File: config.mk
export PLATFORM = sky130hd
export DESIGN_NAME = plotter_command_parser
export DESIGN_NICKNAME = d
export VERILOG_FILES = /design/src/rtl/pcp_pkg.sv /design/src/rtl/plotter_command_parser.sv
export SDC_FILE = /design/constraint.sdc
export NUM_CORES = 1
export LEC_CHECK = 0
export ABC_AREA = 1
export BUFFER_PORTS_ARGS = -buffer_cell sky130_fd_sc_hd__buf_4
export CAP_MARGIN = 20
export CORE_ASPECT_RATIO = 1.1
export CORE_MARGIN = 2
export CORE_UTILIZATION = 44
export DETAILED_ROUTE_END_ITERATION = 6
export GPL_TIMING_DRIVEN = 1
export PLACE_DENSITY_LB_ADDON = 0.2
export RECOVER_POWER = 50
export SYNTH_ARGS = -nofsm -noshare
export SYNTH_HDL_FRONTEND = slang
export SYNTH_SLANG_ARGS = --single-unit
File: constraint.sdc
create_clock -name clk -period 13.25 [get_ports clk]
set_clock_uncertainty 0.2 [all_clocks]
set_input_delay 1.325 -clock clk [delete_from_list [all_inputs] [get_ports clk]]
set_output_delay 1.325 -clock clk [all_outputs]
set_load 0.03 [all_outputs]
File: src/rtl/pcp_pkg.sv
// Package with the character codes, command codes and field widths of the plotter command parser.
`timescale 1ns / 1ps

package pcp_pkg;

    localparam int RX_W            = 8;
    localparam int CMD_W           = 4;
    localparam int NUM_W           = 32;
    localparam int OUT_NUMS        = 4;
    localparam int DEF_NUM_ARGS    = 4;
    localparam int DEF_VALUE_WIDTH = 32;

    localparam logic [RX_W-1:0] CH_SPACE = 8'h20;
    localparam logic [RX_W-1:0] CH_SEMI  = 8'h3B;
    localparam logic [RX_W-1:0] CH_MINUS = 8'h2D;
    localparam logic [RX_W-1:0] CH_ZERO  = 8'h30;
    localparam logic [RX_W-1:0] CH_NINE  = 8'h39;
    localparam logic [RX_W-1:0] CH_I     = 8'h49;
    localparam logic [RX_W-1:0] CH_N     = 8'h4E;
    localparam logic [RX_W-1:0] CH_P     = 8'h50;
    localparam logic [RX_W-1:0] CH_C     = 8'h43;
    localparam logic [RX_W-1:0] CH_U     = 8'h55;
    localparam logic [RX_W-1:0] CH_A     = 8'h41;
    localparam logic [RX_W-1:0] CH_R     = 8'h52;
    localparam logic [RX_W-1:0] CH_D     = 8'h44;

    localparam logic [CMD_W-1:0] CMD_NONE     = 4'd0;
    localparam logic [CMD_W-1:0] CMD_INIT     = 4'd1;
    localparam logic [CMD_W-1:0] CMD_WINDOW   = 4'd2;
    localparam logic [CMD_W-1:0] CMD_SCALE    = 4'd3;
    localparam logic [CMD_W-1:0] CMD_PEN_UP   = 4'd4;
    localparam logic [CMD_W-1:0] CMD_PLOT_ABS = 4'd5;
    localparam logic [CMD_W-1:0] CMD_PLOT_REL = 4'd6;
    localparam logic [CMD_W-1:0] CMD_PEN_DOWN = 4'd7;
    localparam logic [CMD_W-1:0] CMD_UNKNOWN  = 4'd8;

    typedef logic [2:0] used_t;

endpackage

File: src/rtl/plotter_command_parser.sv
// Top level of the plotter command parser: byte input register, parse logic and result register.
// The result register offers a beat once the ending ';' has passed the byte input register.
// Throughput: one byte per cycle; while a result beat waits, the byte behind it waits as well.
// A byte that ends no command produces no result beat.
// Reset clears both valid flags and all parse state, numbers included; the byte and result
// data registers are not reset.
`timescale 1ns / 1ps

module plotter_command_parser #(
    parameter int NUM_ARGS    = pcp_pkg::DEF_NUM_ARGS,
    parameter int VALUE_WIDTH = pcp_pkg::DEF_VALUE_WIDTH
) (
    input  logic                       clk,
    input  logic                       rst_n,
    input  logic                       in_valid,
    output logic                       in_ready,
    input  logic [pcp_pkg::RX_W-1:0]   rx_byte,
    output logic                       out_valid,
    input  logic                       out_ready,
    output logic [pcp_pkg::CMD_W-1:0]  command,
    output logic signed [pcp_pkg::NUM_W-1:0] first_x,
    output logic signed [pcp_pkg::NUM_W-1:0] first_y,
    output logic signed [pcp_pkg::NUM_W-1:0] second_x,
    output logic signed [pcp_pkg::NUM_W-1:0] second_y
);
    import pcp_pkg::*;

    localparam int SW   = $clog2(NUM_ARGS + 1);
    localparam int IW   = $clog2(NUM_ARGS);
    localparam int KEEP = (NUM_ARGS < OUT_NUMS) ? NUM_ARGS : OUT_NUMS;

    logic                   in_valid_reg;
    logic [RX_W-1:0]        in_byte_reg;
    logic                   out_valid_reg;
    logic                   out_valid_next;
    logic [CMD_W-1:0]       command_reg;
    logic [NUM_W-1:0]       result_reg [OUT_NUMS];

    logic [RX_W-1:0]        lead_reg, lead_next;
    logic [RX_W-1:0]        op_reg, op_next;
    logic [1:0]             letters_reg, letters_next;
    logic [SW-1:0]          slot_reg, slot_next;
    logic                   in_digits_reg, in_digits_next;
    logic                   minus_reg, minus_next;
    logic [VALUE_WIDTH-1:0] acc_reg, acc_next;
    logic [VALUE_WIDTH-1:0] numbers_reg [NUM_ARGS];
    logic [VALUE_WIDTH-1:0] numbers_next [NUM_ARGS];

    logic                   advance;
    logic                   keep;
    logic                   digit;
    logic                   finish;
    logic                   emit;
    logic [VALUE_WIDTH-1:0] digit_val;
    logic [VALUE_WIDTH-1:0] value;
    logic [CMD_W-1:0]       cmd_code;
    used_t                  used_count;
    logic [NUM_W-1:0]       result_next [OUT_NUMS];

    assign advance   = in_valid_reg && (!out_valid_reg || out_ready);
    assign in_ready  = !in_valid_reg || advance;
    assign out_valid = out_valid_reg;
    assign command   = command_reg;
    assign first_x   = result_reg[0];
    assign first_y   = result_reg[1];
    assign second_x  = result_reg[2];
    assign second_y  = result_reg[3];

    always_comb
    begin
        keep      = (in_byte_reg > CH_SPACE) && !in_byte_reg[RX_W-1];
        digit     = in_byte_reg inside {[CH_ZERO:CH_NINE]};
        digit_val = VALUE_WIDTH'(in_byte_reg[3:0]);
        emit      = keep && (in_byte_reg == CH_SEMI);
        finish    = 1'b0;

        lead_next      = lead_reg;
        op_next        = op_reg;
        letters_next   = letters_reg;
        slot_next      = slot_reg;
        in_digits_next = in_digits_reg;
        minus_next     = minus_reg;
        acc_next       = acc_reg;
        numbers_next   = numbers_reg;

        if (keep)
        begin
            if (letters_reg < 2'd2)
            begin
                if (letters_reg == 2'd0)
                begin
                    lead_next = in_byte_reg;
                end
                else
                begin
                    op_next = in_byte_reg;
                end
                letters_next = letters_reg + 2'd1;
            end
            else if (in_byte_reg == CH_SEMI)
            begin
                finish = in_digits_reg && (slot_reg < SW'(NUM_ARGS));
            end
            else if (slot_reg < SW'(NUM_ARGS))
            begin
                if (!in_digits_reg)
                begin
                    if (in_byte_reg == CH_MINUS)
                    begin
                        minus_next = 1'b1;
                    end
                    else if (digit)
                    begin
                        acc_next = digit_val;
                    end
                    in_digits_next = 1'b1;
                end
                else if (digit)
                begin
                    acc_next = (acc_reg << 3) + (acc_reg << 1) + digit_val;
                end
                else
                begin
                    finish = 1'b1;
                end
            end
        end

        value = minus_reg ? (VALUE_WIDTH'(0) - acc_reg) : acc_reg;
        if (finish)
        begin
            numbers_next[slot_reg[IW-1:0]] = value;
            slot_next      = slot_reg + SW'(1);
            in_digits_next = 1'b0;
            minus_next     = 1'b0;
            acc_next       = '0;
        end

        used_count = used_t'(0);
        case (op_next)
            CH_N:    cmd_code = CMD_INIT;
            CH_P:
            begin
                if (lead_next == CH_I)
                begin
                    cmd_code   = CMD_WINDOW;
                    used_count = used_t'(4);
                end
                else
                begin
                    cmd_code = CMD_NONE;
                end
            end
            CH_C:
            begin
                cmd_code   = CMD_SCALE;
                used_count = used_t'(4);
            end
            CH_U:    cmd_code = CMD_PEN_UP;
            CH_A:
            begin
                cmd_code   = CMD_PLOT_ABS;
                used_count = used_t'(2);
            end
            CH_R:
            begin
                cmd_code   = CMD_PLOT_REL;
                used_count = used_t'(2);
            end
            CH_D:    cmd_code = CMD_PEN_DOWN;
            CH_SEMI: cmd_code = CMD_NONE;
            default: cmd_code = CMD_UNKNOWN;
        endcase

        for (int i = 0; i < OUT_NUMS; i++)
        begin
            result_next[i] = '0;
        end
        for (int i = 0; i < KEEP; i++)
        begin
            if (used_t'(i) < used_count)
            begin
                result_next[i] = NUM_W'(signed'(numbers_next[i]));
            end
        end

        if (emit)
        begin
            lead_next      = '0;
            op_next        = '0;
            letters_next   = '0;
            slot_next      = '0;
            in_digits_next = 1'b0;
            minus_next     = 1'b0;
            acc_next       = '0;
            for (int i = 0; i < NUM_ARGS; i++)
            begin
                numbers_next[i] = '0;
            end
        end

        if (advance && emit)
        begin
            out_valid_next = 1'b1;
        end
        else if (out_ready)
        begin
            out_valid_next = 1'b0;
        end
        else
        begin
            out_valid_next = out_valid_reg;
        end
    end

    always_ff @(posedge clk or negedge rst_n)
    begin
        if (!rst_n)
        begin
            in_valid_reg  <= 1'b0;
            out_valid_reg <= 1'b0;
            lead_reg      <= '0;
            op_reg        <= '0;
            letters_reg   <= '0;
            slot_reg      <= '0;
            in_digits_reg <= 1'b0;
            minus_reg     <= 1'b0;
            acc_reg       <= '0;
            for (int i = 0; i < NUM_ARGS; i++)
            begin
                numbers_reg[i] <= '0;
            end
        end
        else
        begin
            out_valid_reg <= out_valid_next;
            if (in_ready)
            begin
                in_valid_reg <= in_valid;
            end
            if (advance)
            begin
                lead_reg      <= lead_next;
                op_reg        <= op_next;
                letters_reg   <= letters_next;
                slot_reg      <= slot_next;
                in_digits_reg <= in_digits_next;
                minus_reg     <= minus_next;
                acc_reg       <= acc_next;
                numbers_reg   <= numbers_next;
            end
        end
    end

    always_ff @(posedge clk)
    begin
        if (in_ready && in_valid)
        begin
            in_byte_reg <= rx_byte;
        end
        if (advance && emit)
        begin
            command_reg <= cmd_code;
            result_reg  <= result_next;
        end
    end

endmodule

==> run summary, run 1 <==
Outcome: complete, but fails checks
Violated checks: max-capacitance violations, max-slew violations
Vias in the first global route: 13700
Worst Path Arrival: 6.51 ns
Overflow left after global routing: 0
Area share of and/or/nand/nor cells after synthesis: 23.8%
CTS tree: built
Avg Inst Size Synth: 8.48 um2
Synth Area in Adders: 4.89%
Worst-margin pin slew: 4.21 ns
Number of diodes: 0
CTS sink cnt: 325
# DRC: 0
Period minus WS final: 7.06 ns
Final number of hold-violating endpoints: 0
Max Cap Viol: 9
Vias/cell: 5.37
CP Max Fanout: 76
Worst Hold Class: reg -> reg
Slowest cell on crit path: clkbuf_1
Metal3 WL: 2.64 mm
Postcts setup bufs: 0
Syn Nets: 2106
Initial DRC count: 1154
Post-CTS sizing: 0
Power share of the combinational group: 17.9%
Fin area: 0.0192 mm2
Area Growth Syn to Fin: 11.8%
Pwr Density: 137 mW/mm2
Yosys reg bits: 325
Post-Synth XOR/XNOR Area: 2.04%
Sequential area share after synthesis: 51.4%
Post-route ant nets: 0
Largest net degree at the start of global routing: 99
Worst setup margin: 6.19 ns
Ys async rst share: 56.9%
Fraction of layout cells with a size suffix above 1: 7.32%
Hpwl dp: 31.5 mm
First-pass GRT wire length: 71.6 mm
GP Congestion: 0.933
Startpoint types: input pin
Maximum vdd drop: 92.1 uV
Cell Area, Synth: 0.0172 mm2
Overall power: 0.00263 W
Placed cell areas: 0.0186 mm2
Routed WL per cell: 16.9 um
GRT Total Usage: 22.2%
Met2 WL post-DR: 21.3 mm
Most frequent CP cell: clkbuf_1
Clock transition at path regs: 0.06 ns
Synth warn: 0
Switch Pwr: 0.000786 W
Die height: 211 um
Final Setup Violations: 0
Most common cell in the synthesized netlist: nand2_1
Post-synth EDFFs: 140
Top_reg_cell synth: dfrtp_1
Die area: 0.0407 mm2
Synth cell types: 42
Crit-path leading delay family: buffers and inverters
CP Capture Type: asynchronous set/reset pin
Worst Path Buf+Inv: 2
WL final: 45.1 mm
Max Used Layer: met4
Sw Share: 29.9%
Slew margin rel.: -181%
F_max: 142 MHz
# port buffers: 145
Hold-fix buffers, CTS: 0
Core area: 0.0384 mm2
Pins Over Slew Limit: 443
Pre-Repair DR Iteration Count: 5
Main combinational cell family by area after synthesis: simple AND/OR/NAND/NOR gates
Crit share post-route: 53.3%
Initial antenna violation count: 0
# IOs: 146
Dpl ws: 8.80 ns
Final core occ: 50.1%
Int Pwr: 0.00184 W
Insertion delay to the later sink of the worst-skew pair: 0.53 ns
Leakage dissipation: 8.48 nW
Mux cell area share after synthesis: 0.116%
Initial Utilization: 44.8%
Register share of total power: 45.2%
Nets: 2223
CTS Root Cell: clkbuf_16
Core Rows: 75
Clk pwr share: 36.9%
RSZ-0062 raised after global routing: false
Vias: 14400
CP required: 12.70 ns
Worst path cell trace: clkbuf_1 > clkbuf_1
Post-synth top area share: 26.9%
Most frequent cells after synthesis: nand2_1 (541), o21ai_0 (238), nor2_1 (196)
Chip Width: 192 um
Top post-synthesis cells by area: dfrtp_1 (27%), edfxtp_1 (24%), nand2_1 (12%)
CP Class: in -> async
CTS H-tree depth: 2
CTS buffer count: 36
Cell count after synthesis: 2028
Max Root-Sink Buffers: 3
Largest area contributor in the netlist: dfrtp_1
M1 WL: 20.1 mm
Max FFs per register: 128
Compound-gate portion of the synthesized area: 11.7%
CP peak stage delay: 3.08 ns
Setup_tns: 0 ns
cell type report:
type,count,area (um2)
clock buffers,48,1020
clock inverters,17,124
fillers,3762,19200
inverters,165,619
multi-input cells,1455,7320
flip-flops and latches,325,8830
well taps,500,626
repair buffers,162,683
power groups by stage:
stage | Combinational (W) | Sequential, W | Clock, W
6_report | 0.000471 | 0.00119 | 0.000971
3_5_place_dp | 0.000471 | 0.00120 | 0
2_1_floorplan | 0.000343 | 0.00119 | 0
4_1_cts | 0.000474 | 0.00118 | 0.000992
3_3_place_gp | 0.000464 | 0.00120 | 0
5_1_grt | 0.000538 | 0.00120 | 0.00103
final timing paths:
check | from | to | slack, ns | cells past startpoint
max | rst_n | slot_reg[2]$_DFFE_PN0P_ | 6.19 | 2
min | numbers_reg[22]$_DFFE_PN0P_ | numbers_reg[22]$_DFFE_PN0P_ | 0.28 | 2
max reg2reg | in_byte_reg[7]$_DFFE_PP_ | first_y[0]$_SDFFCE_PP0P_ | 7.91 | 7
min reg2reg | numbers_reg[22]$_DFFE_PN0P_ | numbers_reg[22]$_DFFE_PN0P_ | 0.28 | 2
max in group clk | in_byte_reg[7]$_DFFE_PP_ | first_y[0]$_SDFFCE_PP0P_ | 7.91 | 7
min in group asynchronous | rst_n | numbers_reg[72]$_DFFE_PN0P_ | 1.51 | 1
logic make-up (layout without fill, tap and decap cells):
group | after synthesis | after routing
compound gates | 375 | 375
xor+xnor | 40 | 40
fa+ha+maj | 66 | 66
buf+inv | 248 | 392
flops | 325 | 325
mux | 2 | 2
simple gates | 972 | 972
through the flow:
stage / hold WS (ns) / instances
floorplan: 0.246 / 2028
global placement: 0.259 / 2607
detailed placement: 0.269 / 2607
CTS: 0.284 / 2672
global route: 0.308 / 2672
finish: 0.280 / 2672
cell usage in the layout, fill, tap and decap left out, drive strengths merged, types with 2 or more instances in the layout:
cell,instances
dfrtp,185
mux2i,2
nor3,10
or2,18
nand3,125
ha,64
xor2,19
o211ai,20
a21oi,48
fa,2
a31oi,2
o21bai,4
nand2,549
clkinv,18
edfxtp,140
a21o,2
clkinvlp,2
nand3b,4
nand4,13
inv,161
buf,12
o22ai,33
xnor2,21
clkbuf,198
nor4,3
o21ai,261
nor2,248
per-layer routing:
metal / track usage [%] / vias up
li1: - / 6974
met1: 30.8 / 6865
met2: 36.4 / 446
met3: 2.72 / 76
met4: 6.84 / 0
met5: 0 / -
No activity file was read; power rests on OpenSTA's default activity.
==> inputs of run 2 (changes only) <==
==> constraint.sdc (replaced) <==
create_clock -name clk -period 6.88 [get_ports clk]
set_clock_uncertainty 0.2 [all_clocks]
set_input_delay 0.688 -clock clk [delete_from_list [all_inputs] [get_ports clk]]
set_output_delay 0.688 -clock clk [all_outputs]
set_load 0.03 [all_outputs]
==> run summary, run 2 (synthesis results as in run 1) <==
Maximum vdd drop: 152 uV (+65%)
Leakage dissipation: 8.54 nW (+0.68%)
CTS H-tree depth: 2 (unchanged)
WL final: 46.1 mm (+2.2%)
Slew margin rel.: -161% (+20 points)
Core Rows: 75 (unchanged)
Fraction of layout cells with a size suffix above 1: 7.96% (+0.64 points)
Period minus WS final: 4.94 ns
Met3 Use GR: 3.23% (+0.51 points)
Overall power: 0.00513 W (+95%)
GRT Total Usage: 22.8% (+0.65 points)
Max Root-Sink Buffers: 3 (unchanged)
Most frequent cells in the layout: nand2_1 (543), o21ai_0 (238), nor2_1 (191)
Outcome: complete, but fails checks
Insertion delay to the later sink of the worst-skew pair: 0.54 ns (about the same)
Commonest non-fill, non-tap cell in the layout: nand2_1
Core area: 0.0384 mm2 (unchanged)
Postcts setup bufs: 0 (unchanged)
GP Congestion: 0.911 (-2.4%)
Die area: 0.0407 mm2 (unchanged)
Worst setup margin: 1.94 ns (-4.24 ns)
Most Crowded Layer GR: met2
Sw Share: 29.8% (-0.090 points)
Post-route ant nets: 0 (unchanged)
Worst-margin pin slew: 3.92 ns (-0.295 ns)
Initial Utilization: 44.8% (unchanged)
CP Capture Type: register
Dpl ws: 2.49 ns (-6.30 ns)
Switch Pwr: 0.00153 W (+95%)
# IOs: 146 (unchanged)
Startpoint types: register
Worst Path Arrival: 4.78 ns (-1.73 ns)
Crit share post-route: 71.8%
CP Class: reg -> reg
Die height: 211 um (unchanged)
CP required: 6.72 ns (-5.98 ns)
Violated checks: max-capacitance violations, max-slew violations
Largest net degree at the start of global routing: 93 (-6.1%)
Nets: 2225 (+0.090%)
Overflow left after global routing: 0 (unchanged)
M1 GR Usage: 32.6% (+1.7 points)
Max Cap Viol: 3 (-6)
Power share of the combinational group: 17.8% (about the same)
Pins Over Slew Limit: 164 (-63%)
Post-CTS sizing: 0 (unchanged)
Clk pwr share: 37.6% (+0.7 points)
# port buffers: 145 (unchanged)
CTS sink cnt: 325 (unchanged)
Max FFs per register: 128 (unchanged)
Int Pwr: 0.00360 W (+95%)
Clock transition at path regs: 0.06 ns (about the same)
CTS tree: built
# DRC: 0 (unchanged)
First-pass GRT wire length: 73.1 mm (+2.1%)
Vias/cell: 5.33 (-0.85%)
Vias: 14300 (-0.77%)
F_max: 202 MHz
Pre-Repair DR Iteration Count: 5 (unchanged)
Area Growth Syn to Fin: 12.5%
Hpwl dp: 32.0 mm (+1.7%)
Register share of total power: 44.6% (-0.6 points)
Initial antenna violation count: 0 (unchanged)
M2 GR Usage: 35.9% (-0.45 points)
Routed WL per cell: 17.2 um (+2.1%)
CTS buffer count: 36 (unchanged)
Initial DRC count: 1074 (-6.9%)
CTS Root Cell: clkbuf_16
CP Max Fanout: 66 (-13%)
Hold-fix buffers, CTS: 0 (unchanged)
R2R depth: 6 (-1)
Worst Hold Class: in -> async
Number of diodes: 0 (unchanged)
Setup_tns: 0 ns (unchanged)
RSZ-0062 raised after global routing: false
Final number of hold-violating endpoints: 0 (unchanged)
Chip Width: 192 um (unchanged)
Vias in the first global route: 13700 (+0.10%)
Pwr Density: 265 mW/mm2 (+94%)
Final Setup Violations: 0 (unchanged)
Filler instances: 3724 (-1.0%)
run 2: path summary, 6_finish.rpt:
check,from,endpoint,slack (ns)
worst min register to register,numbers_reg[39]$_DFFE_PN0P_,numbers_reg[39]$_DFFE_PN0P_,0.28
worst min-delay path,rst_n,numbers_reg[106]$_DFFE_PN0P_,0.02
worst max-delay path,in_byte_reg[6]$_DFFE_PP_,second_y[4]$_SDFFCE_PN0P_,1.94
min in group clk,rx_byte[6],in_byte_reg[6]$_DFFE_PP_,0.15
max in group asynchronous,rst_n,acc_reg[5]$_DFFE_PN0P_,2.64
worst max register to register,in_byte_reg[6]$_DFFE_PP_,second_y[4]$_SDFFCE_PN0P_,1.94
run 2: cell type report:
type,instances,area [um2],share of cell area [%]
Inverter,165,619,3.20
Clock inverter,11,98.8,0.511
Sequential cell,325,8830,45.7
Multi-Input combinational cell,1455,7340,38.0
Tap cell,500,626,3.24
Clock buffer,54,1080,5.59
Timing Repair Buffer,164,733,3.79
run 2: power by group through the flow:
stage               Sequential (W)  Clock [W]  Combinational [W]
finish                     0.00229    0.00193           0.000912
CTS                        0.00228    0.00197           0.000917
floorplan                  0.00229          0           0.000660
global route               0.00230    0.00204            0.00104
global placement           0.00231          0           0.000898
detailed placement         0.00232          0           0.000913
run 2: per-layer routing:
layer	wire (um)	part of all wire [%]	vias up
li1	-	-	6991
met1	21600	47	6819
met2	20800	45	362
met3	2470	5.4	78
met4	1210	2.6	0
met5	0	0	-
run 2: critical path: stages (launching register included):
cell and delay [ns]:
edfxtp_1 0.46, nor2_1 0.21, nand3_1 0.12, inv_1 0.09
nand4_1 0.32, nor2_4 0.19, clkbuf_1 2.73
run 2: through the flow:
| stage | utilization (%) | cells | instance area [um2] | hold slack, ns |
|---|---|---|---|---|
| 2_1_floorplan | - | 2028 | 17200 | 0.192 |
| 3_3_place_gp | 48.6 | 2608 | 18700 | 0.260 |
| 3_5_place_dp | 48.6 | 2608 | 18700 | 0.269 |
| 4_1_cts | 51.7 | 2673 | 19800 | 0.0646 |
| 5_1_grt | 50.4 | 2674 | 19300 | 0.100 |
| 6_report | 50.4 | 2674 | 19300 | 0.0225 |
